===== config.mk =====
export PLATFORM = sky130hd
export DESIGN_NAME = prime_factorizer
export DESIGN_NICKNAME = d
export VERILOG_FILES = /design/src/rtl/pf_pkg.sv /design/src/rtl/pf_divider.sv /design/src/rtl/pf_ctrl.sv /design/src/rtl/prime_factorizer.sv
export SDC_FILE = /design/constraint.sdc
export NUM_CORES = 1
export LEC_CHECK = 0
export BUFFER_PORTS_ARGS = -buffer_cell sky130_fd_sc_hd__buf_2
export CORE_MARGIN = 1.5
export CORE_UTILIZATION = 41
export CTS_CLUSTER_DIAMETER = 200
export DETAILED_ROUTE_END_ITERATION = 6
export GPL_ROUTABILITY_DRIVEN = 0
export PLACE_DENSITY_LB_ADDON = 0.3
export SLEW_MARGIN = 25
export SYNTH_ARGS = -nofsm -noshare
export SYNTH_HDL_FRONTEND = slang
export SYNTH_SLANG_ARGS = --single-unit

===== constraint.sdc =====
create_clock -name clk -period 5.7 [get_ports clk]
set_input_delay 1.425 -clock clk [delete_from_list [all_inputs] [get_ports clk]]
set_output_delay 1.425 -clock clk [all_outputs]
set_load 0.005 [all_outputs]

===== src/rtl/pf_pkg.sv =====
package pf_pkg;

  // width of the number to factor
  localparam int NUM_BITS = 31;
  // trial divisor width: covers sqrt of the largest number plus one step
  localparam int DIV_W = (NUM_BITS + 1) / 2 + 1;
  // divider bit counter width
  localparam int CNT_W = $clog2(NUM_BITS + 1);

  typedef logic [NUM_BITS-1:0] num_t;
  typedef logic [DIV_W-1:0]    dvs_t;

  localparam num_t NUM_TWO   = num_t'(2);
  localparam num_t NUM_ONE   = num_t'(1);
  localparam dvs_t DVS_TWO   = dvs_t'(2);
  localparam dvs_t DVS_THREE = dvs_t'(3);

  typedef enum logic [2:0] {
    ST_IDLE,
    ST_EMIT_NONE,
    ST_TWOS,
    ST_DIV_START,
    ST_DIV_RUN,
    ST_EMIT_D,
    ST_EMIT_REM
  } state_t;

  // which value goes into the output register
  typedef enum logic [1:0] {
    SEL_NONE,
    SEL_TWO,
    SEL_DIV,
    SEL_REM
  } emit_sel_t;

  // status from datapath to sequencer
  typedef struct packed {
    logic in_valid;
    logic num_small;
    logic rem_even;
    logic rem_is_two;
    logic div_done;
    logic q_lt_d;
    logic r_zero;
    logic slot_free;
  } stat_t;

  // controls from sequencer to datapath
  typedef struct packed {
    logic      in_take;
    logic      div_start;
    logic      d_step;
    logic      rem_shift;
    logic      rem_load_q;
    logic      emit;
    logic      emit_last;
    emit_sel_t emit_sel;
  } ctrl_t;

endpackage


===== src/rtl/pf_divider.sv =====
module pf_divider
  import pf_pkg::*;
(
  input  logic clk,
  input  logic rst,
  input  logic start,
  input  num_t dividend,
  input  dvs_t divisor,
  output logic done,
  output num_t quotient,
  output logic rem_zero
);

  num_t             quot;
  dvs_t             part;
  logic [CNT_W-1:0] cnt;
  logic             run;

  logic [DIV_W:0]   trial;
  logic [DIV_W:0]   diff;
  logic             fits;

  // one restoring step: bring down the next dividend bit
  always_comb begin
    trial = {part, quot[NUM_BITS-1]};
    diff  = trial - {1'b0, divisor};
    fits  = (trial >= {1'b0, divisor});
  end

  // control: run flag, bit counter, done pulse
  always_ff @(posedge clk) begin
    if (rst) begin
      run  <= 1'b0;
      done <= 1'b0;
      cnt  <= '0;
    end else begin
      done <= 1'b0;
      if (start) begin
        run <= 1'b1;
        cnt <= CNT_W'(NUM_BITS);
      end else if (run) begin
        cnt <= cnt - 1'b1;
        if (cnt == CNT_W'(1)) begin
          run  <= 1'b0;
          done <= 1'b1;
        end
      end
    end
  end

  // quotient and partial remainder
  always_ff @(posedge clk) begin
    if (start) begin
      quot <= dividend;
      part <= '0;
    end else if (run) begin
      quot <= {quot[NUM_BITS-2:0], fits};
      part <= fits ? diff[DIV_W-1:0] : trial[DIV_W-1:0];
    end
  end

  assign quotient = quot;
  assign rem_zero = (part == '0);

endmodule


===== src/rtl/pf_ctrl.sv =====
module pf_ctrl
  import pf_pkg::*;
(
  input  logic  clk,
  input  logic  rst,
  input  stat_t st,
  output ctrl_t ctl,
  output logic  idle
);

  state_t state;
  state_t state_next;

  always_ff @(posedge clk) begin
    if (rst) begin
      state <= ST_IDLE;
    end else begin
      state <= state_next;
    end
  end

  // next state
  always_comb begin
    state_next = state;
    unique case (state)
      ST_IDLE: begin
        if (st.in_valid) begin
          state_next = st.num_small ? ST_EMIT_NONE : ST_TWOS;
        end
      end
      ST_EMIT_NONE: begin
        if (st.slot_free) state_next = ST_IDLE;
      end
      ST_TWOS: begin
        if (!st.rem_even) begin
          state_next = ST_DIV_START;
        end else if (st.slot_free && st.rem_is_two) begin
          state_next = ST_IDLE;
        end
      end
      ST_DIV_START: begin
        state_next = ST_DIV_RUN;
      end
      ST_DIV_RUN: begin
        if (st.div_done) begin
          if (st.q_lt_d) begin
            state_next = ST_EMIT_REM;
          end else if (st.r_zero) begin
            state_next = ST_EMIT_D;
          end else begin
            state_next = ST_DIV_START;
          end
        end
      end
      ST_EMIT_D: begin
        if (st.slot_free) state_next = ST_DIV_START;
      end
      ST_EMIT_REM: begin
        if (st.slot_free) state_next = ST_IDLE;
      end
      default: state_next = ST_IDLE;
    endcase
  end

  // outputs
  always_comb begin
    ctl  = '0;
    idle = 1'b0;
    unique case (state)
      ST_IDLE: begin
        idle        = 1'b1;
        ctl.in_take = st.in_valid;
      end
      ST_EMIT_NONE: begin
        ctl.emit      = st.slot_free;
        ctl.emit_last = 1'b1;
        ctl.emit_sel  = SEL_NONE;
      end
      ST_TWOS: begin
        if (st.rem_even && st.slot_free) begin
          ctl.emit      = 1'b1;
          ctl.emit_last = st.rem_is_two;
          ctl.emit_sel  = SEL_TWO;
          ctl.rem_shift = 1'b1;
        end
      end
      ST_DIV_START: begin
        ctl.div_start = 1'b1;
      end
      ST_DIV_RUN: begin
        ctl.d_step = st.div_done && !st.q_lt_d && !st.r_zero;
      end
      ST_EMIT_D: begin
        if (st.slot_free) begin
          ctl.emit       = 1'b1;
          ctl.emit_sel   = SEL_DIV;
          ctl.rem_load_q = 1'b1;
        end
      end
      ST_EMIT_REM: begin
        ctl.emit      = st.slot_free;
        ctl.emit_last = 1'b1;
        ctl.emit_sel  = SEL_REM;
      end
      default: begin
        idle = 1'b0;
      end
    endcase
  end

endmodule


===== src/rtl/prime_factorizer.sv =====
// channel | handshake            | payload
// --------+----------------------+-------------------------------
// input   | in_valid / in_stall  | number
// output  | out_valid / out_stall| factor, last, no_factors
//
// one item at a time; in_stall is high from acceptance until the last result
// is loaded into the output register. factors of 2 are shifted out one by one,
// each when the output slot is free; every odd trial divisor costs at least one
// pass of the shared bit-serial divider, plus one more for each factor it yields.
// rst is synchronous and returns the sequencer to idle with no result pending.
// a stalled output freezes the sequencer at its next result.
module prime_factorizer
  import pf_pkg::*;
(
  input  logic clk,
  input  logic rst,
  input  logic in_valid,
  output logic in_stall,
  input  num_t number,
  output logic out_valid,
  input  logic out_stall,
  output num_t factor,
  output logic last,
  output logic no_factors
);

  num_t  rem;
  dvs_t  dvs;
  stat_t st;
  ctrl_t ctl;
  logic  idle;
  logic  div_done;
  num_t  quotient;
  logic  rem_zero;

  pf_divider u_div (
    .clk      (clk),
    .rst      (rst),
    .start    (ctl.div_start),
    .dividend (rem),
    .divisor  (dvs),
    .done     (div_done),
    .quotient (quotient),
    .rem_zero (rem_zero)
  );

  pf_ctrl u_ctrl (
    .clk  (clk),
    .rst  (rst),
    .st   (st),
    .ctl  (ctl),
    .idle (idle)
  );

  assign in_stall = !idle;

  // status to the sequencer
  always_comb begin
    st.in_valid   = in_valid;
    st.num_small  = (number < NUM_TWO);
    st.rem_even   = !rem[0];
    st.rem_is_two = (rem == NUM_TWO);
    st.div_done   = div_done;
    st.q_lt_d     = (quotient < num_t'(dvs));
    st.r_zero     = rem_zero;
    st.slot_free  = !out_valid || !out_stall;
  end

  // remainder and trial divisor
  always_ff @(posedge clk) begin
    if (ctl.in_take) begin
      rem <= number;
      dvs <= DVS_THREE;
    end else begin
      if (ctl.rem_shift)  rem <= rem >> 1;
      if (ctl.rem_load_q) rem <= quotient;
      if (ctl.d_step)     dvs <= dvs + DVS_TWO;
    end
  end

  // output register valid
  always_ff @(posedge clk) begin
    if (rst) begin
      out_valid <= 1'b0;
    end else if (ctl.emit) begin
      out_valid <= 1'b1;
    end else if (!out_stall) begin
      out_valid <= 1'b0;
    end
  end

  // output register payload
  always_ff @(posedge clk) begin
    if (ctl.emit) begin
      last       <= ctl.emit_last;
      no_factors <= (ctl.emit_sel == SEL_NONE);
      case (ctl.emit_sel)
        SEL_TWO: factor <= NUM_TWO;
        SEL_DIV: factor <= num_t'(dvs);
        SEL_REM: factor <= rem;
        default: factor <= '0;
      endcase
    end
  end

endmodule


==> results.md <==
* Synth Area in Simple Gates at between 20% and 30%
* Final setup vio count at 0
* FF+latch count, synth at 139
* Mux share of post-synthesis cell area at 1.43%
* Top FF cell, synth: edfxtp_1
* Clock-pin slew on the worst setup and hold paths at 60 ps
* Tmin final at approximately 3000 ps
* Worst vdd ir at between 0.0003 and 0.0004 V
* Max clock buf depth at 2
* Sw Share at 36.6%
* Hold-fix buffers, CTS at 0
* Critical-path maximum fanout at 23
* Largest family of logic cells by synthesized area: simple AND/OR/NAND/NOR gates
* Vias in the first global route at about 5900
* Synth area leaders: edfxtp_1 (37%), dfxtp_1 (11%), nand2_1 (9.7%), ha_1 (5.8%), nor2_1 (3.2%)
* Wire per inst at 18.0 microns
* Pwr per Cell Area at 452 nW/um^2
* Number of diodes at 0
* Cell variety after synth at 63
* Syn avg cell area at 9.21 sq um
* Cts repair resizes at 0
* Synth Area in Adders at about 6.1%
* Initial DRC count at roughly 540
* Slew Limit Fails at 0
* Synth Area in XOR/XNOR at 2.82%
* Synth Area in Compound Gates at 14.1%
* Asr flop ratio synth at 0%
* Clock power frac at 27.8%
* Top-count cell post-synth: nand2_1
* Switching Power at around 1500 uW
* First-pass DRT Iterations at 5
* Skew-Pair Late Insertion Delay at 430 ps
* Area leader, netlist: edfxtp_1
* Tot Pwr at approximately 4000 uW
* Routed Wire Length at 20600 microns
* DR vias at around 6600
* Worst endpoint required time at 4280 ps
* Initial antenna violation count at 0
* Relative slew slack at 49.3%
* RSZ-0062 raised after global routing: false
* Setup WS post-layout at ~2600 ps
* Worst-Margin Slew at 758 ps
* Worst clock skew at approximately 10 ps
* Mapped Nets at 915
* Final hold vios at 0
* Die width at 141 microns
* Period Utilization, post-route at 53.8%
* Clk root buf: clkbuf_16
* Setup TNS at 0 ps
* Core ar. at about 19000 sq um
* ANT nets after route at 0
* Max cap viols at 0
* Num CTS Buffers at 17
* Worst Setup Path Type: register to output port
* Int Pwr at 2550 uW
* GRT Residual Overflow at 0
* Total global-route track usage at roughly a fifth
* Static leakage at roughly 0.0034 uW
* Min-Delay Path Class: register to register
* Seq/Total Area, Yosys at 48.1%
* Dpl ws at 2310 ps
* Post-synth top cells: nand2_1 (201), edfxtp_1 (95), nor2_1 (67), o21ai_0 (46), dfxtp_1 (44)
* First-pass GRT wire length at 32500 microns
* Crit end category: output port
* Crit path DAT at 1640 ps
* Nets at 972
* Initial core utilization at 41.7%
* Combinational power share at 33.8%
* Die Height at 141 microns
* Via/cell ratio at between 5 and 6
* CTS tree: done
* Status: complete, no violations
* Gate Count Post-Synth at between 800 and 900
* Site row count at 50
* DRC viols at 0
* Largest net degree at the start of global routing at 65
* Post-synth top area share at between 30% and 40%
* H-tree Lvls at 4
* # Post-CTS Setup Buffers at 0
* Synth Warn # at 0
* CP startpoint kind: register
* Share of cells above drive strength 1 at between 10% and 20%
* Post-DP HPWL at 14500 microns
* Die area at 19800 sq um
* Cell Area, Synth at about 7800 sq um
* Number of synthesized flops with an enable pin at 95
* Syn-to-layout area delta at 14.5%
* Sink Count at 139
* Fill count at 1794
* Port-buffer cells at 69
* Ports at 70
* Flop pwr share at 38.4%
* Fmax at between 300 and 400 MHz
==> final timing paths <==
| path | startpoint | to | slack (ps) | cells after the start |
|---|---|---|---|---|
| setup / recovery | u_ctrl.state[2]$_SDFFE_PP0P_ | in_stall | 2630 | 3 |
| hold / removal | dvs[5]$_SDFFE_PP0P_ | dvs[5]$_SDFFE_PP0P_ | 460 | 1 |
| setup reg to reg | u_ctrl.state[2]$_SDFFE_PP0P_ | rem[25]$_DFFE_PP_ | 2820 | 5 |
| hold reg to reg | dvs[5]$_SDFFE_PP0P_ | dvs[5]$_SDFFE_PP0P_ | 460 | 1 |
==> critical path, cell delays in order (launching register included) <==
cell and delay, ps:
dfxtp_1 530, nor3_1 480, inv_1 70, buf_2 140
==> routing by layer <==
metal	part of all wire (%)	up-vias	global-route usage [%]
li1	-	3179	-
met1	48	3098	31.7
met2	43	248	31.0
met3	7.5	28	4.55
met4	1.4	0	6.41
met5	0	-	0
==> power groups by stage <==
stage | logic (uW) | clock network (uW) | registers [uW]
after floorplan | 1110 | 0 | 1480
after global placement | 1330 | 0 | 1560
after detailed placement | 1340 | 0 | 1560
after CTS | 1350 | 1120 | 1540
after global routing | 1520 | 1180 | 1560
final | 1360 | 1120 | 1540
==> area by class of cell <==
type                            count  area (sq um)  share of cell area (%)
Clock buffer                       18           429                    4.82
Clock inverter                     14           159                    1.79
Inverter                           28           105                    1.18
Multi-Input combinational cell    635          3760                    42.2
Sequential cell                   139          3730                    42.0
Tap cell                          234           293                    3.29
Timing Repair Buffer               79           420                    4.73
==> registers in the layout (all words and copies together), names as in the netlist <==
signal,flops
dvs,16
u_div.done,1
u_div.run,1
u_ctrl.state,3
u_div.quotient,31
last,1
factor,31
u_div.cnt,5
u_div.part,17
rem,31
out_valid,1
no_factors,1
==> through the flow <==
stage                     instance area [sq um]  instances  hold slack [ps]  utilization [%]
after floorplan                            7770        843              434                -
after global placement                     8310       1115              452             44.6
after detailed placement                   8310       1115              452             44.6
after CTS                                  8900       1147              472             47.7
after global routing                       8900       1147              498             47.7
final                                      8900       1147              463             47.7
==> cell families (layout without fill, tap and decap cells) <==
kind of cell    Yosys count  count (layout)
mux                      11              11
fa+ha+maj                37              37
xor+xnor                 25              25
simple gates            393             393
buf+inv                  69             139
flops                   139             139
compound gates          169             169
==> placed cells by master, fill, tap and decap left out, types with 11 or more instances in the layout <==
| cell type | Yosys | final |
|---|---|---|
| a21oi_1 | 39 | 39 |
| a31oi_1 | 34 | 34 |
| and3_1 | 17 | 17 |
| buf_2 | 4 | 69 |
| clkbuf_16 | 0 | 17 |
| dfxtp_1 | 44 | 44 |
| edfxtp_1 | 95 | 95 |
| ha_1 | 36 | 36 |
| inv_1 | 28 | 28 |
| nand2_1 | 201 | 200 |
| nand3_1 | 20 | 20 |
| nand4_1 | 12 | 12 |
| nor2_1 | 67 | 65 |
| nor3_1 | 11 | 11 |
| nor4_1 | 25 | 24 |
| o21ai_0 | 46 | 46 |
| xnor2_1 | 23 | 23 |
No activity file was read; power rests on OpenSTA's default activity.
